## src/atdf_pkg.sv

```systemverilog
// shared constants, types and pointer helpers for the at-frame byte deframer
package atdf_pkg;

    localparam int STORE_DEPTH = 256;
    localparam int PTR_W       = $clog2(STORE_DEPTH);
    localparam int FRAME_BYTES = 17;
    localparam int ID_SHIFT    = 3;

    localparam logic [7:0] MARK_A  = 8'h41;
    localparam logic [7:0] MARK_T  = 8'h54;
    localparam logic [7:0] MARK_CR = 8'h0D;
    localparam logic [7:0] MARK_LF = 8'h0A;

    localparam logic OP_BYTE    = 1'b0;
    localparam logic OP_REQUEST = 1'b1;

    typedef logic [PTR_W-1:0] ptr_t;
    typedef logic [PTR_W:0]   ptr_sum_t;

    // circular add, works for any depth
    function automatic ptr_t wrap_add(input ptr_t p, input ptr_t k);
        ptr_sum_t s;
        s = {1'b0, p} + {1'b0, k};
        if (s >= ptr_sum_t'(STORE_DEPTH))
        begin
            s = s - ptr_sum_t'(STORE_DEPTH);
        end
        return s[PTR_W-1:0];
    endfunction

    // number of stored bytes between the pointers
    function automatic ptr_t fill_of(input ptr_t wp, input ptr_t rp);
        ptr_sum_t s;
        if (wp >= rp)
        begin
            s = {1'b0, wp} - {1'b0, rp};
        end
        else
        begin
            s = {1'b0, wp} + ptr_sum_t'(STORE_DEPTH) - {1'b0, rp};
        end
        return s[PTR_W-1:0];
    endfunction

endpackage

```

## src/atdf_ram.sv

```systemverilog
// generic single write port, single read port ram with registered read
module atdf_ram #(
    parameter int WIDTH = 8,
    parameter int DEPTH = 256
) (
    input  logic                     clk,
    input  logic                     we,
    input  logic [$clog2(DEPTH)-1:0] waddr,
    input  logic [WIDTH-1:0]         wdata,
    input  logic [$clog2(DEPTH)-1:0] raddr,
    output logic [WIDTH-1:0]         rdata
);

    logic [WIDTH-1:0] mem [DEPTH];
    logic [WIDTH-1:0] rdata_reg;

    always_ff @(posedge clk)
    begin
        if (we)
        begin
            mem[waddr] <= wdata;
        end
        rdata_reg <= mem[raddr];
    end

    assign rdata = rdata_reg;

endmodule

```

## src/at_frame_byte_deframer.sv

```systemverilog
// at-frame deframer: circular byte store with a serial frame search
// byte word (op 0): written to the store at once unless the store is full, gives no result
// frame request (op 1): one store byte read per cycle through a 17-byte window; the result is
//   loaded on a hit or once every stored byte is seen, when the output slot is free
// input stalls until the scan ends, so a request is taken only after the last result is loaded;
//   a waiting result holds only the end of the next scan
// reset (rst_n, async, active low) empties the store; store contents stay unwritten
module at_frame_byte_deframer (
    input  logic        clk,
    input  logic        rst_n,
    input  logic        in_valid,
    output logic        in_stall,
    input  logic        op,
    input  logic [7:0]  rx_byte,
    output logic        out_valid,
    input  logic        out_stall,
    output logic        found,
    output logic [28:0] ident,
    output logic [7:0]  length_byte,
    output logic [31:0] data_low,
    output logic [31:0] data_high
);

    // sequencer states
    localparam logic ST_IDLE = 1'b0;
    localparam logic ST_SCAN = 1'b1;

    logic state_reg, state_next;

    // store pointers
    atdf_pkg::ptr_t rd_ptr_reg, rd_ptr_next;
    atdf_pkg::ptr_t wr_ptr_reg, wr_ptr_next;

    // scan bookkeeping: bytes available, reads issued, bytes shifted into the window
    atdf_pkg::ptr_t avail_reg, avail_next;
    atdf_pkg::ptr_t issue_cnt_reg, issue_cnt_next;
    atdf_pkg::ptr_t load_cnt_reg, load_cnt_next;
    logic           rd_vld_reg, rd_vld_next;

    // sliding window, element 0 is the oldest byte
    logic [7:0] win_reg [atdf_pkg::FRAME_BYTES];
    logic       win_shift;

    // output register
    logic        out_valid_reg, out_valid_next;
    logic        found_reg;
    logic [28:0] ident_reg;
    logic [7:0]  length_reg;
    logic [31:0] data_low_reg;
    logic [31:0] data_high_reg;
    logic        out_load;

    logic           in_accept;
    logic           store_full;
    logic           ram_we;
    atdf_pkg::ptr_t ram_raddr;
    logic [7:0]     ram_rdata;
    logic           issue;
    logic           match;
    logic           exhausted;
    logic           slot_free;
    logic [31:0]    hdr_word;

    assign in_stall  = (state_reg != ST_IDLE);
    assign in_accept = in_valid && !in_stall;

    assign store_full = (atdf_pkg::fill_of(wr_ptr_reg, rd_ptr_reg)
                         == atdf_pkg::PTR_W'(atdf_pkg::STORE_DEPTH - 1));

    // a byte word goes straight into the store unless it is full
    assign ram_we = in_accept && (op == atdf_pkg::OP_BYTE) && !store_full;

    // read one byte ahead of the window while bytes remain
    assign issue     = (state_reg == ST_SCAN) && (issue_cnt_reg != avail_reg);
    assign ram_raddr = atdf_pkg::wrap_add(rd_ptr_reg, issue_cnt_reg);

    atdf_ram #(
        .WIDTH (8),
        .DEPTH (atdf_pkg::STORE_DEPTH)
    ) u_store (
        .clk   (clk),
        .we    (ram_we),
        .waddr (wr_ptr_reg),
        .wdata (rx_byte),
        .raddr (ram_raddr),
        .rdata (ram_rdata)
    );

    // window holds a full frame candidate once 17 bytes are in
    assign match = (load_cnt_reg >= atdf_pkg::PTR_W'(atdf_pkg::FRAME_BYTES))
                && (win_reg[0] == atdf_pkg::MARK_A)
                && (win_reg[1] == atdf_pkg::MARK_T)
                && (win_reg[atdf_pkg::FRAME_BYTES-2] == atdf_pkg::MARK_CR)
                && (win_reg[atdf_pkg::FRAME_BYTES-1] == atdf_pkg::MARK_LF);

    // every stored byte seen without a hit
    assign exhausted = (load_cnt_reg == avail_reg);

    assign slot_free = !out_valid_reg || !out_stall;
    assign out_load  = (state_reg == ST_SCAN) && (match || exhausted) && slot_free;

    // window freezes on a hit so the fields stay put while the output slot is busy
    assign win_shift = (state_reg == ST_SCAN) && rd_vld_reg && !match && !exhausted;

    assign hdr_word = {win_reg[2], win_reg[3], win_reg[4], win_reg[5]};

    always_comb
    begin
        state_next     = state_reg;
        rd_ptr_next    = rd_ptr_reg;
        wr_ptr_next    = wr_ptr_reg;
        avail_next     = avail_reg;
        issue_cnt_next = issue_cnt_reg;
        load_cnt_next  = load_cnt_reg;
        rd_vld_next    = 1'b0;
        out_valid_next = out_valid_reg;

        if (out_valid_reg && !out_stall)
        begin
            out_valid_next = 1'b0;
        end

        if (ram_we)
        begin
            wr_ptr_next = atdf_pkg::wrap_add(wr_ptr_reg, atdf_pkg::PTR_W'(1));
        end

        unique case (state_reg)
            ST_IDLE:
            begin
                if (in_accept && (op == atdf_pkg::OP_REQUEST))
                begin
                    state_next     = ST_SCAN;
                    avail_next     = atdf_pkg::fill_of(wr_ptr_reg, rd_ptr_reg);
                    issue_cnt_next = '0;
                    load_cnt_next  = '0;
                end
            end
            ST_SCAN:
            begin
                rd_vld_next = issue;
                if (issue)
                begin
                    issue_cnt_next = issue_cnt_reg + atdf_pkg::PTR_W'(1);
                end
                if (win_shift)
                begin
                    load_cnt_next = load_cnt_reg + atdf_pkg::PTR_W'(1);
                end
                if (out_load)
                begin
                    state_next     = ST_IDLE;
                    out_valid_next = 1'b1;
                    // consume skipped bytes plus the frame itself
                    if (match)
                    begin
                        rd_ptr_next = atdf_pkg::wrap_add(rd_ptr_reg, load_cnt_reg);
                    end
                end
            end
            default:
            begin
                state_next = ST_IDLE;
            end
        endcase
    end

    always_ff @(posedge clk or negedge rst_n)
    begin
        if (!rst_n)
        begin
            state_reg     <= ST_IDLE;
            rd_ptr_reg    <= '0;
            wr_ptr_reg    <= '0;
            avail_reg     <= '0;
            issue_cnt_reg <= '0;
            load_cnt_reg  <= '0;
            rd_vld_reg    <= 1'b0;
            out_valid_reg <= 1'b0;
        end
        else
        begin
            state_reg     <= state_next;
            rd_ptr_reg    <= rd_ptr_next;
            wr_ptr_reg    <= wr_ptr_next;
            avail_reg     <= avail_next;
            issue_cnt_reg <= issue_cnt_next;
            load_cnt_reg  <= load_cnt_next;
            rd_vld_reg    <= rd_vld_next;
            out_valid_reg <= out_valid_next;
        end
    end

    // window shift line, newest byte enters at the top
    always_ff @(posedge clk)
    begin
        if (win_shift)
        begin
            for (int i = 0; i < atdf_pkg::FRAME_BYTES - 1; i++)
            begin
                win_reg[i] <= win_reg[i+1];
            end
            win_reg[atdf_pkg::FRAME_BYTES-1] <= ram_rdata;
        end
    end

    // result fields, zero when no frame was found
    always_ff @(posedge clk)
    begin
        if (out_load)
        begin
            found_reg <= match;
            if (match)
            begin
                ident_reg     <= hdr_word[31:atdf_pkg::ID_SHIFT];
                length_reg    <= win_reg[6];
                data_low_reg  <= {win_reg[10], win_reg[9], win_reg[8], win_reg[7]};
                data_high_reg <= {win_reg[14], win_reg[13], win_reg[12], win_reg[11]};
            end
            else
            begin
                ident_reg     <= '0;
                length_reg    <= '0;
                data_low_reg  <= '0;
                data_high_reg <= '0;
            end
        end
    end

    assign out_valid   = out_valid_reg;
    assign found       = found_reg;
    assign ident       = ident_reg;
    assign length_byte = length_reg;
    assign data_low    = data_low_reg;
    assign data_high   = data_high_reg;

endmodule
```

## config.mk

```make
export PLATFORM = sky130hd
export DESIGN_NAME = at_frame_byte_deframer
export DESIGN_NICKNAME = d
export VERILOG_FILES = /design/src/atdf_pkg.sv /design/src/atdf_ram.sv /design/src/at_frame_byte_deframer.sv
export SDC_FILE = /design/constraint.sdc
export NUM_CORES = 2
export LEC_CHECK = 0
export BUFFER_PORTS_ARGS = -buffer_cell sky130_fd_sc_hd__buf_2
export CORE_MARGIN = 2
export CORE_UTILIZATION = 54
export DETAILED_ROUTE_END_ITERATION = 8
export MAX_ROUTING_LAYER = met4
export PLACE_DENSITY = 0.77
export SETUP_SLACK_MARGIN = 0.2
export SYNTH_ARGS = -nofsm -noshare
export SYNTH_HDL_FRONTEND = slang
export SYNTH_SLANG_ARGS = --single-unit
export TNS_END_PERCENT = 100
```

## constraint.sdc

```tcl
create_clock -name clk -period 15.6 [get_ports clk]
set_input_delay 1.56 -clock clk [delete_from_list [all_inputs] [get_ports clk]]
set_output_delay 1.56 -clock clk [all_outputs]
set_load 0.01 [all_outputs]
```

# Yosys cells after proc, flatten, opt, wreduce, memory -nomap -nowiden
# Memories as Yosys holds them, arrays and structs flattened. A register that Yosys moved wholly into a read port is not among the register bits.
# Cells that the tools add are included.
# op_classes
add_sub_neg,11
order_cmp,5
eq_ne,10
muxes,20
bitwise,2
reduce_logical,27
# ops
operator,count
8-bit 2-to-1 mux,7
8-bit case mux with 2 select lines,2
"9-bit greater-or-equal comparator, second input constant",3
"8-bit by 1-bit adder with 8-bit output, second input constant",3
"8-bit by 1-bit subtractor with 8-bit output, second input constant",3
8-bit by 8-bit adder with 9-bit output,2
"8-bit by 4-bit equality test with 1-bit output, second input constant",2
"8-bit by 7-bit equality test with 1-bit output, second input constant",2
8-bit subtractor,2
1-bit logical AND,15
1-bit 2-to-1 mux,10
"8-bit by 1-bit adder with 9-bit output, second input constant",1
8-bit equality test,1
"8-bit equality test, second input constant",1
"8-bit by 5-bit greater-or-equal comparator with 1-bit output, second input constant",1
8-bit greater-or-equal comparator,1
8-bit inequality test,1
1-bit zero test,6
2-bit AND reduction,3
"2-bit by 1-bit inequality test with 1-bit output, second input constant",2
3-bit AND reduction,1
1-bit logical OR,2
"2-bit inequality test, second input constant",1
1-bit NOT,2
1-bit case mux with 2 select lines,1
# totals
register_bits,145
ram_bits,2184
input_bits,13
out_inout_bits,104
wordCells,90
n_memories,2
# memory_table
name,depth,word_bits,read_ports,rd_clocked_by_memory_dff,write_ports,line,rtl
u_store.mem,256,8,1,1,1,atdf_ram.sv:14,logic [WIDTH-1:0] mem [DEPTH];
win_reg,17,8,17,0,17,at_frame_byte_deframer.sv:41,logic [7:0] win_reg [atdf_pkg::FRAME_BYTES];

# Logic depth before layout (Yosys ltp)
# logic_depth
depth_word,10
depth_mapped,13
depth_no_buf,11

# By module
# Synthesis repeated with hierarchy kept, for this count alone.
# unflattened
hier_cells,4407
area_unflattened_um2,90386.7
# modules_own_cells
module,n_inst,cells_per_inst,area_per_inst_um2,seq_area_each_um2
atdf_ram,1,3733,79556.3,61659.1
at_frame_byte_deframer,1,674,10830.4,8222.9

# Worst setup path after synthesis
# No wires, ideal clock.
# synth_timing
path_kind,flip-flop to flip-flop
from,register load_cnt_reg[0]
to,"register data_high_reg[0], in the netlist data_high[0], read port of win_reg (enable)"
setup_time_ns,0.687
arrival_ns,8.626
required_time_ns,14.913
path_slack_ns,6.287
stages_incl_launch_ff,9
path_buffers,1
period_less_slack_ns,9.313
path_cell_list,dfrtp_1 -> clkbuf_1 -> inv_1 -> ha_1 -> or4b_1 -> a2111oi_0 -> nor4_1 -> a21oi_1 -> nor3_1
# synth_via
elab_chain_len,8
word_cells_on_any_way,9
cone_classes,order compare: 1; eq/ne: 1; reduce/logical: 7
# synth_rtl
item,line,rtl
"start, declared",at_frame_byte_deframer.sv:37,"atdf_pkg::ptr_t load_cnt_reg, load_cnt_next;"
"start signal, assigned",at_frame_byte_deframer.sv:188,load_cnt_reg <= load_cnt_next;
8-bit by 5-bit greater-or-equal comparator with 1-bit output,at_frame_byte_deframer.sv:90,assign match = (load_cnt_reg >= atdf_pkg::PTR_W'(atdf_pkg::FRAME_BYTES))
1-bit logical AND,at_frame_byte_deframer.sv:91,&& (win_reg[0] == atdf_pkg::MARK_A)
1-bit logical AND,at_frame_byte_deframer.sv:92,&& (win_reg[1] == atdf_pkg::MARK_T)
1-bit logical AND,at_frame_byte_deframer.sv:93,&& (win_reg[atdf_pkg::FRAME_BYTES-2] == atdf_pkg::MARK_CR)
1-bit logical AND,at_frame_byte_deframer.sv:94,&& (win_reg[atdf_pkg::FRAME_BYTES-1] == atdf_pkg::MARK_LF);
1-bit logical OR *,at_frame_byte_deframer.sv:100,assign out_load = (state_reg == ST_SCAN) && (match || exhausted) && slot_free;
1-bit logical AND * (2 in a row),at_frame_byte_deframer.sv:100,
net out_load,at_frame_byte_deframer.sv:51,logic out_load;
"end, declared",at_frame_byte_deframer.sv:50,logic [31:0] data_high_reg;
# The timed path passes the listed nets; every way through them passes the cells marked *.
# A chain may end at the register's enable or synchronous reset.

# Worst setup path in the final report
# layout_timing
from,register issue_cnt_reg[0]
to,"register u_store.rdata_reg[0], in the netlist u_store.rdata[0], read port of u_store.mem"
# layout_via
elab_chain_len,3
word_cells_on_any_way,4
cone_classes,add/sub: 2; order compare: 1; mux: 1
# layout_rtl
item,line,rtl
"start, declared",at_frame_byte_deframer.sv:36,"atdf_pkg::ptr_t issue_cnt_reg, issue_cnt_next;"
"start signal, assigned",at_frame_byte_deframer.sv:187,issue_cnt_reg <= issue_cnt_next;
8-bit by 8-bit adder with 9-bit output *,atdf_pkg.sv:23,"s = {1'b0, p} + {1'b0, k};"
8-bit by 1-bit subtractor with 8-bit output / 9-bit greater-or-equal comparator (equally long branches),"atdf_pkg.sv:26, atdf_pkg.sv:24",
8-bit 2-to-1 mux *,atdf_pkg.sv:24,if (s >= ptr_sum_t'(STORE_DEPTH))
"end, declared",atdf_ram.sv:15,logic [WIDTH-1:0] rdata_reg;
# Every way passes the cells marked *; elsewhere a longest branch is shown, timed or not.

==> summary by stage <==
Synthesis
The net count after synthesis is 4095. The prevailing post-synth register cell is sky130_fd_sc_hd__edfxtp_1. The mean instance size in the synthesized netlist is 22.4 µm².

For this run, the register share of the synthesized area comes to 77.0%. Summed over all instances, the cell type with the most area after synthesis is sky130_fd_sc_hd__edfxtp_1. The count of distinct cell types in the synthesized netlist is 66.

In this run, synthesis produced a sequential element count of 2337. The proportion of synthesized flip-flops having asynchronous set or reset is 1.84%. After technology mapping, the gate count stands at 4050. Yosys attributes the largest share of cell area to sky130_fd_sc_hd__edfxtp_1 76%, sky130_fd_sc_hd__mux4_2 15%, sky130_fd_sc_hd__dfrtp_1 1.2%. During synthesis, Yosys emitted a total of 0 warnings. Counting flops with a built-in enable in the synthesized netlist gives 2286. The netlist area before placement is 90800 µm². The top-area cell type share of the netlist area is 75.6%.

Floorplan
The total area inside the core boundary comes to 167000 µm². The vertical die dimension is 414 µm. The standard-cell row count is 150. For this configuration, the core starts out at a cell density of 54.3%.

The die covers 171000 µm². During I/O placement, the number of pins put on the boundary was 117. The die is 414 µm wide.

Worst setup path
The most critical setup path has its startpoint at issue_cnt_reg[0]. In this run the critical register-to-register path is launched from issue_cnt_reg[0]. The most common cell type on the critical path is sky130_fd_sc_hd__buf_4. In this design, the stage delay of the slowest critical-path cell is 0.88 ns. The kind of cell with the highest combined delay on the critical path is buffers and inverters. The required arrival time at the worst endpoint is 16.34 ns. The number of buffers and inverters on the critical path is 4. The category of the worst setup path capture point is a register. The maximum net fanout on the critical path is 51. Among all stages on the critical path, the largest delay is contributed by sky130_fd_sc_hd__buf_4. Walking the worst path, the cells encountered are ha_4 -> buf_4 -> buf_4 -> buf_4 -> buf_4 -> mux4_2 -> mux4_2 -> mux2i_1 -> a221o_1 -> nor2_1. The kind of start point of the critical path is a register. The critical path is of the reg -> reg type. For the worst setup path, the data arrival time is 7.07 ns.

CTS
The post-cts hold buffer count is 0. The root cell of the clock tree is sky130_fd_sc_hd__clkbuf_16. The clock buffer count from CTS is 216. The number of setup buffers added after CTS is 0. Post-CTS repair changed the size of 0 cells.

The clock tree from TritonCTS is built. The clock edge transition at the registers on the reported setup and hold paths is 0.06 ns. The clock net sink count is 2337. The H-tree level count is 4. At the later pin of the worst-skew pair, clock insertion delay measures 0.86 ns. The number of buffers between clock root and the deepest sink is 3.

STA
The number of pins with negative max-slew slack in the final report is 0. For the final routed database, the setup TNS stands at 0 ns. For the pin with the worst max-slew slack, the measured transition is 1.47 ns. Setup violations remaining at the end of the flow were counted as 0. The final hold violation count is 0. The top achievable clock speed is 0.158 GHz. The shortest clock period the worst path allows after layout is 6.33 ns. Clock skew on the completed layout was measured at 0.0696 ns. The worst path uses 40.6% of the clock period. In this run the tightest slew margin relative to its limit is 1.49%.

Setup repair after global routing left no endpoint under its margin.

Routing
The total vias in the final route is 43600. Using the TritonRoute via totals, the vias-per-cell ratio works out to 6.51. The wire length per cell after detailed routing is 31.3 µm. The residual DRC count is 0. For this block, the routed nets add up to 210 mm of wire.

The pre-antenna-repair detailed-routing pass consisted of 6 iterations. The number of nets with antenna violations after routing is 0. After the first detailed-routing iteration, the DRC count stood at 6489.

Hold path
The worst hold path begins at win_reg[0][41]. The path type of the worst min-delay path is reg -> reg.

Layout
Of the cells placed in the final design, the portion with a size suffix greater than 1 is 27.5%. The cell area after layout is 101000 µm². The footprint of the multi-input gates is 19900 µm². The register cell area after layout is 69900 µm².

The filler cell count in the final layout is 11000. The layout overhead on the synthesized area is 11.5%. The library cell used most frequently in the layout, excluding fill and tap cells, is sky130_fd_sc_hd__edfxtp_1.

The register with the most flip-flops in the layout has 2048 of them. In the final design database the tool counted 4350 nets. The final cell utilization of the core is 60.6%.

Leaving out fill and tap cells, the most frequent cells in the layout are 2286 x sky130_fd_sc_hd__edfxtp_1, 620 x sky130_fd_sc_hd__mux4_2, 219 x sky130_fd_sc_hd__clkbuf_16.

GRT
The via count of the first global-routing pass is 43900. The sum of overflow across all layers after global routing is 0. For this run, the total global-route usage over all layers was measured as 25.6%. The number of antenna violations at the first check in global routing is 9. The first global-routing pass estimated 306 mm of wire. The largest net degree at the start of global routing is 167.

Flow run
The max-capacitance violation count is 1.

Power
The leakage power summed over all cells is 31.7 nW. Power spread over the standard cell area amounts to 165 nW/µm². The peak supply drop is 135 µV.

Status
The final reports fail on capacitance limit. The flow ran to the end, but the final reports show violations.

Placed design
After detailed placement, the total cell area comes to 94400 µm². The congestion estimate from routability-driven global placement came to 0.881. Once detailed placement completed, the half-perimeter wirelength came to 120 mm. The count of port buffers added during placement is 116.
## area by class of cell
| type | count | area share, % |
|---|---|---|
| sequential | 2337 | 69.1 |
| multi-input combinational | 1462 | 19.7 |
| clock buffer | 273 | 5.62 |
| tap | 2204 | 2.73 |
| timing repair buffer | 271 | 1.81 |
| clock inverter | 117 | 1.05 |
| inverter | 17 | 0.0631 |
| antenna | 9 | 0.0223 |
## routing by layer
| layer | track usage [%] | routed length (µm) |
|---|---|---|
| met5 | - | 0 |
| met4 | 8.86 | 7270 |
| met3 | 5.03 | 21000 |
| met2 | 39.8 | 104000 |
| met1 | 34.2 | 77800 |
## logic make-up (layout without fill, tap and decap cells)
family	Yosys count	after routing	share of synthesized area [%]
xor+xnor	61	61	0.618
mux	667	667	16.3
other cells	0	9	0
fa+ha+maj	32	32	0.466
compound gates	119	119	0.907
buf+inv	251	678	1.42
flops	2337	2337	77.0
simple gates	583	583	3.32
## path summary, 6_finish.rpt
path / depth (start not counted) / to / slack [ns]
max in group asynchronous: 1 / rd_ptr_reg[6] / 14.03
worst min-delay path: 0 / win_reg[0][33] / 0.41
worst min register to register: 0 / win_reg[0][33] / 0.41
worst max-delay path: 10 / u_store.rdata[0] / 9.27
min in group asynchronous: 1 / wr_ptr_reg[7] / 0.89
worst max register to register: 10 / u_store.rdata[0] / 9.27
## synth_stat cells, drive strengths merged (4+ instances only)
master     n
a21oi     10
nand3     12
xor2      32
dfrtp     43
a21o       4
and4       5
and2     103
o22ai     40
nor2      90
mux4     640
inv       17
nor4b      6
nand2     73
nand4     18
o21ai     27
nor3     205
mux2i     26
nand2b    11
edfxtp  2286
clkbuf   131
buf      103
a32o       7
and3      37
xnor2     29
o21a       4
dfxtp      8
ha        29
nor2b     10
a221o      7
## where the power goes
part | internal [mW] | leakage [nW] | switching [mW]
registers | 7.31 | 21.2 | 0.232
clock network | 2.81 | 3.28 | 2.27
logic | 1.81 | 7.26 | 2.24
total | 11.9 | 31.7 | 4.74
## stage by stage
step                total power [mW]  worst slack (ns)  hold slack (ns)  instances
finish                          16.7              9.27            0.415       6690
global route                    17.2              8.76            0.424       6684
CTS                             16.7              9.05            0.421       6679
detailed placement              11.7              9.07            0.406       6289
global placement                11.6              9.14            0.412       6289
floorplan                       10.4              6.29            0.386       4050
No activity file was read; power rests on OpenSTA's default activity.
